===== config.mk =====
export PLATFORM = sky130hd
export DESIGN_NAME = fcv_cell
export DESIGN_NICKNAME = d
export VERILOG_FILES = /design/src/design/fcv_pkg.sv /design/src/design/fcv_cell.sv
export SDC_FILE = /design/constraint.sdc
export NUM_CORES = 1
export LEC_CHECK = 0
export BUFFER_PORTS_ARGS = -buffer_cell sky130_fd_sc_hd__clkbuf_2
export CORE_MARGIN = 2
export CORE_UTILIZATION = 48
export CTS_CLUSTER_DIAMETER = 40
export CTS_CLUSTER_SIZE = 14
export DETAILED_ROUTE_END_ITERATION = 8
export HOLD_SLACK_MARGIN = 0.15
export PLACE_DENSITY = 0.68
export SLEW_MARGIN = 0
export SYNTH_ARGS = -nofsm -noshare
export SYNTH_HDL_FRONTEND = slang
export SYNTH_SLANG_ARGS = --single-unit

===== constraint.sdc =====
create_clock -name clk -period 6.75 [get_ports clk]
set_input_delay 0.3375 -clock clk [delete_from_list [all_inputs] [get_ports clk]]
set_output_delay 0.3375 -clock clk [all_outputs]
set_load 0.02 [all_outputs]

===== src/design/fcv_pkg.sv =====
package fcv_pkg;

	// default filter capacity
	localparam int MAX_TAPS_DEF = 16;

	// field widths
	localparam int DATA_W = 16;
	localparam int IDX_W  = 4;
	localparam int CFG_W  = 5;
	localparam int PROD_W = 2 * DATA_W;
	localparam int SUM_W  = 36;

	localparam logic [CFG_W-1:0] TAP_COUNT_RST = CFG_W'(10);

	typedef enum logic {
		OP_LOAD   = 1'b0,
		OP_FILTER = 1'b1
	} op_t;

	// control broadcast to every cell of the chain
	typedef struct packed {
		logic adv;
		logic shift;
		logic clear;
	} fcv_cell_ctl_t;

endpackage


===== src/design/fcv_cell.sv =====
module fcv_cell import fcv_pkg::*; (
	input  logic                     clk,
	input  logic                     arst_n,
	input  fcv_cell_ctl_t            ctl,
	input  logic                     use_tap,
	input  logic                     coef_we,
	input  logic signed [DATA_W-1:0] coef_wdata,
	input  logic signed [DATA_W-1:0] tap_in,
	output logic signed [DATA_W-1:0] sample_q,
	output logic signed [PROD_W-1:0] prod_s1
);

	logic signed [DATA_W-1:0] coef_q;

	always_ff @(posedge clk or negedge arst_n) begin
		if (!arst_n) begin
			coef_q   <= '0;
			sample_q <= '0;
		end else begin
			if (coef_we) begin
				coef_q <= coef_wdata;
			end
			// clear wins over shift on the closing output of a sequence
			if (ctl.clear) begin
				sample_q <= '0;
			end else if (ctl.shift) begin
				sample_q <= tap_in;
			end
		end
	end

	// tap product, zero for taps beyond the filter length
	always_ff @(posedge clk) begin
		if (ctl.adv) begin
			prod_s1 <= use_tap ? PROD_W'(tap_in * coef_q) : '0;
		end
	end

endmodule


==> results.ini <==
[outcome]
status = completed

[final_layout]
area_delta_synth_final_pct = 8.64
drive_gt1_share_pct = 10.4
nFillCells = 2343
nets = 1698
seqCellArea_um2 = 1760
multi_input_area_um2 = 9230
antenna_cells = 0

[floorplanning]
core_area_um2 = 25100
start_util_pct = 48.8
dieArea_um2 = 26800
io-pin-count = 87
die_x_um = 164
rows = 58
die_h_um = 164

[clock_network]
cts_tree = done
cts.htree.levels = 3
clk_latency_ns = 0.35
cts_buffers = 9
cts_hold_buf = 0
root_buffer = clkbuf_16
cts_setup_buffers = 0
clockBufferDepth = 2
clock_sinks = 64
cts.clk_slew.worst_paths_ns = 0.06

[logic_synthesis]
ys_seq_area_share_pct = 14.4
synth_cells = 1250
synthArstFlopShare_pct = 50.0
synth_edf_count = 32
yosys_warnings = 0
ys_seq_elements = 64
syn_nets = 1633
mappedNetlistArea_um2 = 12200
syn_area_per_cell_um2 = 9.79
synthFlopType = edfxtp_1
synth_cell_types = 48

[timing]
timing.final.ws_setup_ns = 0.384
rsz0062_at_grt = false
fin_skew_ns = 0.00770
drv_slew = 0
tns_ns = 0
fmax_mhz = 157
final.min_clock_period_ns = 6.37
finalCritPeriodShare_pct = 94.3
worst_slew_pin_slew_ns = 1.03
setup_violations = 0
slew_headroom_pct = 31.6
hold_viol = 0

[detailed_routing]
viasPerCell = 5.26
remaining_drc_errors = 0
post_drt_wl_per_cell_um = 17.3
route.vias.total = 8673
drtIter0Drc = 441
drt-pass1-iter-count = 5
drt-total-wl_um = 28600
ant_nets = 0

[placement]
dp_slack_ns = 0.311
gp_congestion = 0.888
hpwl_um = 23700
io_buffers = 86

[critical_path]
critPathMaxFanout = 17
critical_path_required_ns = 6.84
end_kind = register
path_class = register to register
critPathArrivalTime_ns = 6.45
start_kind = register

[global_routing]
overflow = 0
track_usage_pct = 22.8
grt_max_degree = 33
grt_pass1_wl_um = 46800
grt_pass1_vias = 9147
antenna_found_initial = 1

[min_path]
hp-class = primary input to async pin

[flow_run]
maxCapViolations = 0

sequential cells by signal (all words and copies together), names as in the netlist:
signal and count:
prod_s1 32, sample_q 16, coef_q 16
synthesized netlist by cell type (all sizes together), types with 2 or more instances:
library cell,number,share of area (%)
xnor2,21,1.5
o211ai,2,0.12
and2,126,6.4
mux2i,22,1.8
nand2b,9,0.46
mux2,15,1.4
fa,262,43
or3,4,0.20
buf,5,0.15
nor3,10,0.41
o31ai,2,0.12
nand2,140,4.3
a21oi,24,1.1
inv,288,8.8
a211o,4,0.29
a311oi,2,0.14
edfxtp,32,7.8
o21bai,5,0.31
and3,4,0.20
nor2,53,1.6
clkbuf,38,1.2
ha,82,8.4
nand4,2,0.10
a211oi,6,0.41
nand3,8,0.33
dfrtp,32,6.5
o21a,9,0.56
o21ai,16,0.65
a21o,11,0.67
xor2,2,0.14
a31oi,3,0.20
layout by cell type, fill, tap and decap left out, types with 3 or more instances in the layout:
cell,netlist,final
nand2b_1,9,9
clkbuf_16,0,9
and2_1,126,126
mux2_2,15,15
nor3_1,10,10
a211o_1,4,4
buf_4,0,11
fa_1,262,262
ha_1,82,82
and3_1,4,4
clkbuf_2,0,86
mux2i_1,22,22
edfxtp_1,32,32
o21a_1,8,8
o21ai_0,10,10
dfrtp_1,32,30
a211oi_1,5,5
o21ai_1,6,6
nor2_1,53,53
clkinv_2,0,3
nand3_1,8,8
nand2_1,140,140
or3_1,4,4
o21bai_1,5,5
a21o_1,11,11
a21oi_1,22,22
xnor2_1,21,21
inv_1,288,288
path summary, 6_finish.rpt:
| path | start | end | slack [ns] | depth (start not counted) |
|---|---|---|---|---|
| worst max-delay path | coef_q[3] | prod_s1[28] | 0.38 | 17 |
| worst min-delay path | arst_n | sample_q[14] | 0.16 | 1 |
| worst max register to register | coef_q[3] | prod_s1[28] | 0.38 | 17 |
| worst min register to register | sample_q[14] | sample_q[14] | 0.52 | 2 |
| max in group asynchronous | arst_n | coef_q[4] | 5.89 | 1 |
| min in group clk | coef_wdata[15] | coef_q[15] | 0.20 | 3 |
cells by family after synthesis:
family,Yosys count,synth area share [%]
simple gates,361,14.4
fa+ha+maj,344,51.2
buf+inv,332,10.2
compound gates,89,4.99
flops,64,14.4
mux,37,3.18
xor+xnor,23,1.65
stage by stage:
step	hold slack [ns]	util (%)	area [µm²]	instances
after detailed placement	0.516	51.8	13000	1634
after global routing	0.216	53.0	13300	1650
after CTS	0.189	53.0	13300	1650
after global placement	0.505	51.8	13000	1634
after floorplan	0.0419	-	12200	1250
final	0.163	53.0	13300	1650
routing by layer:
metal | global-route usage [%] | wire (µm)
met2 | 40.0 | 15000
met5 | 0 | 0
met3 | 3.11 | 1300
met1 | 29.3 | 11500
met4 | 7.50 | 793
critical path, cell delays in order (launching register included):
cell and delay [ns]:
dfrtp_1 0.56, and2_1 0.27, fa_1 0.60, fa_1 0.86, fa_1 0.52, fa_1 0.50
fa_1 0.49, inv_1 0.05, fa_1 0.47, inv_1 0.04, ha_1 0.34, a21o_1 0.19
a21o_1 0.20, a211o_1 0.30, a21oi_1 0.24, a21oi_4 0.10, a31oi_2 0.26, mux2i_1 0.11
repair_timing:
item,CTS,global route
resized for setup,0,2
endpoints found under the hold margin,0,0
setup endpoints to repair,0,2
final cells by class:
cell class              instances  area share (%)
flip-flops and latches         64            13.3
well taps                     330            3.10
repair buffers                 97            3.86
clock buffers                  10            1.72
clock inverters                 6           0.461
inverters                     289            8.16
multi-input cells             854            69.4
Power is not shown: default switching activity piles up to over one toggle a cycle in this logic, so the estimate is an artifact.
