File: src/design/fcv_pkg.sv
package fcv_pkg;

	// default filter capacity
	localparam int MAX_TAPS_DEF = 16;

	// field widths
	localparam int DATA_W = 16;
	localparam int IDX_W  = 4;
	localparam int CFG_W  = 5;
	localparam int PROD_W = 2 * DATA_W;
	localparam int SUM_W  = 36;

	localparam logic [CFG_W-1:0] TAP_COUNT_RST = CFG_W'(10);

	typedef enum logic {
		OP_LOAD   = 1'b0,
		OP_FILTER = 1'b1
	} op_t;

	// control broadcast to every cell of the chain
	typedef struct packed {
		logic adv;
		logic shift;
		logic clear;
	} fcv_cell_ctl_t;

endpackage

File: src/design/fcv_sum_tree.sv
module fcv_sum_tree import fcv_pkg::*; #(
	parameter int N = MAX_TAPS_DEF
) (
	input  logic                     clk,
	input  logic                     arst_n,
	input  logic                     adv,
	input  logic                     in_vld,
	input  logic                     in_final,
	input  logic signed [PROD_W-1:0] prod [N],
	output logic                     out_vld,
	output logic                     out_final,
	output logic signed [SUM_W-1:0]  sum_out
);

	localparam int LEVELS = $clog2(N);
	localparam int P      = 1 << LEVELS;

	logic signed [SUM_W-1:0] leaf [P];
	logic signed [SUM_W-1:0] node_q [P-1];
	logic [LEVELS-1:0]       vld_q;
	logic [LEVELS-1:0]       fin_q;

	// leaves padded with zero up to a power of two
	always_comb begin
		for (int j = 0; j < P; j++) begin
			leaf[j] = (j < N) ? SUM_W'(prod[j]) : '0;
		end
	end

	// heap ordered tree, root at node 0, one register level per tree level
	for (genvar i = 0; i < P - 1; i++) begin : g_node
		localparam int L = 2 * i + 1;
		localparam int R = 2 * i + 2;
		if (L >= P - 1) begin : g_leaf_kids
			always_ff @(posedge clk) begin
				if (adv) begin
					node_q[i] <= leaf[L-(P-1)] + leaf[R-(P-1)];
				end
			end
		end else begin : g_node_kids
			always_ff @(posedge clk) begin
				if (adv) begin
					node_q[i] <= node_q[L] + node_q[R];
				end
			end
		end
	end

	for (genvar l = 0; l < LEVELS; l++) begin : g_vld
		if (l == 0) begin : g_first
			always_ff @(posedge clk or negedge arst_n) begin
				if (!arst_n) begin
					vld_q[l] <= 1'b0;
					fin_q[l] <= 1'b0;
				end else if (adv) begin
					vld_q[l] <= in_vld;
					fin_q[l] <= in_final;
				end
			end
		end else begin : g_rest
			always_ff @(posedge clk or negedge arst_n) begin
				if (!arst_n) begin
					vld_q[l] <= 1'b0;
					fin_q[l] <= 1'b0;
				end else if (adv) begin
					vld_q[l] <= vld_q[l-1];
					fin_q[l] <= fin_q[l-1];
				end
			end
		end
	end

	assign out_vld   = vld_q[LEVELS-1];
	assign out_final = fin_q[LEVELS-1];
	assign sum_out   = node_q[0];

endmodule

File: config.mk
export PLATFORM = sky130hd
export DESIGN_NAME = fcv_sum_tree
export DESIGN_NICKNAME = d
export VERILOG_FILES = /design/src/design/fcv_pkg.sv /design/src/design/fcv_sum_tree.sv
export SDC_FILE = /design/constraint.sdc
export NUM_CORES = 1
export LEC_CHECK = 0
export ABC_AREA = 1
export BUFFER_PORTS_ARGS = -buffer_cell sky130_fd_sc_hd__buf_2
export CORE_ASPECT_RATIO = 0.9
export CORE_MARGIN = 2
export CORE_UTILIZATION = 61
export DETAILED_ROUTE_END_ITERATION = 7
export PLACE_DENSITY = 0.83
export SLEW_MARGIN = 20
export SYNTH_ARGS = -nofsm -noshare
export SYNTH_HDL_FRONTEND = slang
export SYNTH_SLANG_ARGS = --single-unit
export TNS_END_PERCENT = 10
File: constraint.sdc
create_clock -name clk -period 2.24 [get_ports clk]
set_input_delay 0.224 -clock clk [delete_from_list [all_inputs] [get_ports clk]]
set_output_delay 0.224 -clock clk [all_outputs]
set_load 0.02 [all_outputs]
==> run_results.csv <==
group,metric,value,unit
outcome,result_of_the_run,"complete, but fails checks",
outcome,failed_checks,"design-rule violations",
setup_path,cpPeakStageDelay,0.42,ns
clock_tree,clk-insertion-delay-late,0.65,ns
setup_path,reg2reg_from,"node_q[1][185]",
logic_synthesis,ys_seq_elements,524,
logic_synthesis,ys_types,29,
routing,via_count,52250,
placement,dp.final_hpwl,138200,um
routing,initialDrtViolationCount,5678,
sta,final.hold.worst_slack,0.05087,ns
die,dieWidth,307.3,um
logic_synthesis,syn_area,0.05051,mm^2
sta,normalized_max_slew_margin,54.41,%
sta,setup_viol_count_final,0,
cells_and_area,final_layout_size_suffix_gt1_share,11.75,%
pwr,ir_drop,672.2,uV
die,dieArea,0.08512,mm^2
sta,clock_skew,0.03716,ns
grt,vias_in_the_first_global_route,48280,
routing,vias_per_cell,5.606,
setup_path,timing.critical_path.slowest_stage_cell,"edfxtp_1",
routing,route.detailed.drc,2,
cells_and_area,nets,9227,
setup_path,setup.worst_path.class,"reg2reg",
clock_tree,clk_pin_slew_worst_paths,0.07,ns
routing,ant_nets,0,
job,maxCapViolCount,0,
routing,route.final.wire_length,165800,um
clock_tree,clock_buffers_created_by_tritoncts,57,
die,boundaryPins,555,
cells_and_area,instances_no_fill,9321,
die,core_region_area,0.08233,mm^2
grt,global_route_wire_length_before_repair,255400,um
grt,grt_max_degree,84,
setup_path,setup.worst_path.end_class,"flip-flop",
logic_synthesis,avgSynthCellArea,6.708,um^2
sta,fmaxAchievable,0.4468,GHz
setup_path,worst-endpoint-required,2.61,ns
cells_and_area,layout_common_cells,"2613 x nand2_1, 1246 x inv_1, 769 x nor2_1",
routing,routed_wire_length_per_instance,17.78,um
clock_tree,cts.sinks,524,
sta,period_minus_slack,2.238,ns
hold_path,hold_path.startpoint,"prod[32]",
logic_synthesis,synth_seq_area_share,31.08,%
cells_and_area,final_common_cell,"nand2_1",
setup_path,cp_cell_sequence,"ha_1 -> a21oi_2 -> nor2_1 -> nor2_1 -> nand2_2 -> nand2_1 -> nand2_1 -> nand2_2 -> nand2_1 -> nand2_1 -> nand2_1",
clock_tree,ctsHtreeMaxLevel,2,
placement,post-place-ws,-0.09694,ns
die,initial_utilization,61.35,%
setup_path,timing.critical_path.from,"node_q[1][185]",
logic_synthesis,syn-num-nets,8554,
placement,dp.cells,9184,
setup_path,critical-path-top-delay-family,"simple AND/OR/NAND/NOR gates",
cells_and_area,area.growth.synth_to_final,14.64,%
routing,detail_route.first_pass.iterations,8,
logic_synthesis,synthesis.yosys.warnings,0,
setup_path,worst_path_most_repeated_cell,"nand2_1",
setup_path,type_of_element_launching_the_critical_path,"flip-flop",
placement,io_buffer_count,554,
placement,gp_routability_congestion,1.039,
sta,final-max-slew-violation-count,0,
setup_path,path_buf_inv,0,
die,std_cell_rows,100,
clock_tree,max-clock-path-buffers,3,
pwr,power.static_leakage,30.75,nW
clock_tree,clock_root_buffer_master,"clkbuf_16",
clock_tree,cts_tree,"built",
sta,timing.final.ws_setup,0.001843,ns
die,fp.dieH,277.0,um
sta,tightestPinTransition,0.6815,ns
grt,gr-usage-all-layers,37.82,%
setup_path,worstPathMaxFanout,4,
sta,finalHoldViolCount,0,
sta,layout_worst_path_cycle_share,99.92,%
setup_path,crit_arrival,2.61,ns
hold_path,timing.hold.worst.class,"in2reg",
cells_and_area,final.fill_count,7011,
sta,tns,0,ns
grt,grt_antenna_before_repair,5,
grt,globalRoute.totalOverflow,0,
pwr,power_density,1030,mW/mm^2
logic_synthesis,syn-instance-count,7529,
sta,unrepaired_setup_endpoints_after_global_routing,"true",
cell type report:
cell class	instances	area [um^2]	share of cell area [%]
clock buffer	69	1577	2.723
tap	1071	1340	2.314
multi-input combinational	5721	30480	52.64
sequential	524	15700	27.11
timing repair buffer	651	3696	6.384
antenna	1	2.502	0.004322
inverter	1247	4681	8.084
clock inverter	37	427.9	0.7391
logic make-up (layout without fill, tap and decap cells):
family | after synthesis | in the layout | share of synthesized area [%]
adders and majority gates | 508 | 508 | 12.81
and+or+nand+nor | 4070 | 4070 | 32.69
buffers and inverters | 1284 | 2004 | 9.810
xor gates and xnor gates | 249 | 249 | 4.318
AOI/OAI and AO/OA | 894 | 894 | 9.300
other | 0 | 1 | 0
DFF | 524 | 524 | 31.08
path summary, 6_finish.rpt:
| path | end | slack (ns) | cells past startpoint |
|---|---|---|---|
| min in group asynchronous | out_vld | 0.57 | 3 |
| hold / removal | node_q[1][216] | 0.05 | 2 |
| hold reg to reg | vld_q[2] | 0.50 | 2 |
| max in group asynchronous | out_final | 1.42 | 3 |
| setup / recovery | node_q[0][244] | 0.002 | 11 |
| setup reg to reg | node_q[0][244] | 0.002 | 11 |
synthesized netlist by cell type (all sizes together):
cell type	n	area (um^2)
a21boi	2	15.01
a21o	24	180.2
a21oi	526	2648
a31oi	7	43.79
and2	7	43.79
buf	36	270.3
clkbuf	1	3.750
dfrtp	8	200.2
edfxtp	516	15490
fa	15	300.3
ha	493	6168
inv	1247	4681
nand2	2705	10330
nand3	351	1917
nand4	84	525.5
nor2	781	2952
nor3	134	690.7
nor4	8	50.05
o21ai	283	1420
o21bai	52	390.4
xnor2	11	96.34
xor2	238	2085
flip-flops by register name, summed over array words and instances (netlist names):
register   flops
out_final      1
node_q       516
out_vld        1
vld_q          3
fin_q          3
power breakdown:
group	switching [mW]	total, mW	leakage [nW]	internal (mW)
registers	2.12	17.2	5.15	15.1
logic	21.5	32.4	24.7	10.9
clock network	4.15	10.0	0.948	5.86
layer usage:
metal	vias to the layer above	track usage, %	share of wire [%]
met5	-	0	0.025
met4	6	10.94	3.4
met3	393	5.319	9.9
met2	2618	60.74	44
met1	23750	53.15	42
li1	25490	-	-
timing repair:
item | in CTS | in global routing
buffers inserted | 0 | 6
pin swaps | 0 | 2
resized for setup | 8 | 134
setup endpoints to repair | 16 | 103
hold endpoints to repair | 20 | 0
hold buffers | 24 | 0
per-stage QoR:
step / utilization [%] / total power, mW / cell area, um^2
global placement: 66.78 / 47.07 / 54980
floorplan: - / 37.18 / 50510
global route: 70.32 / 63.34 / 57900
CTS: 69.54 / 57.77 / 57250
detailed placement: 66.78 / 47.56 / 54980
finish: 70.33 / 59.61 / 57900
Power figures use the tool's default switching activity.
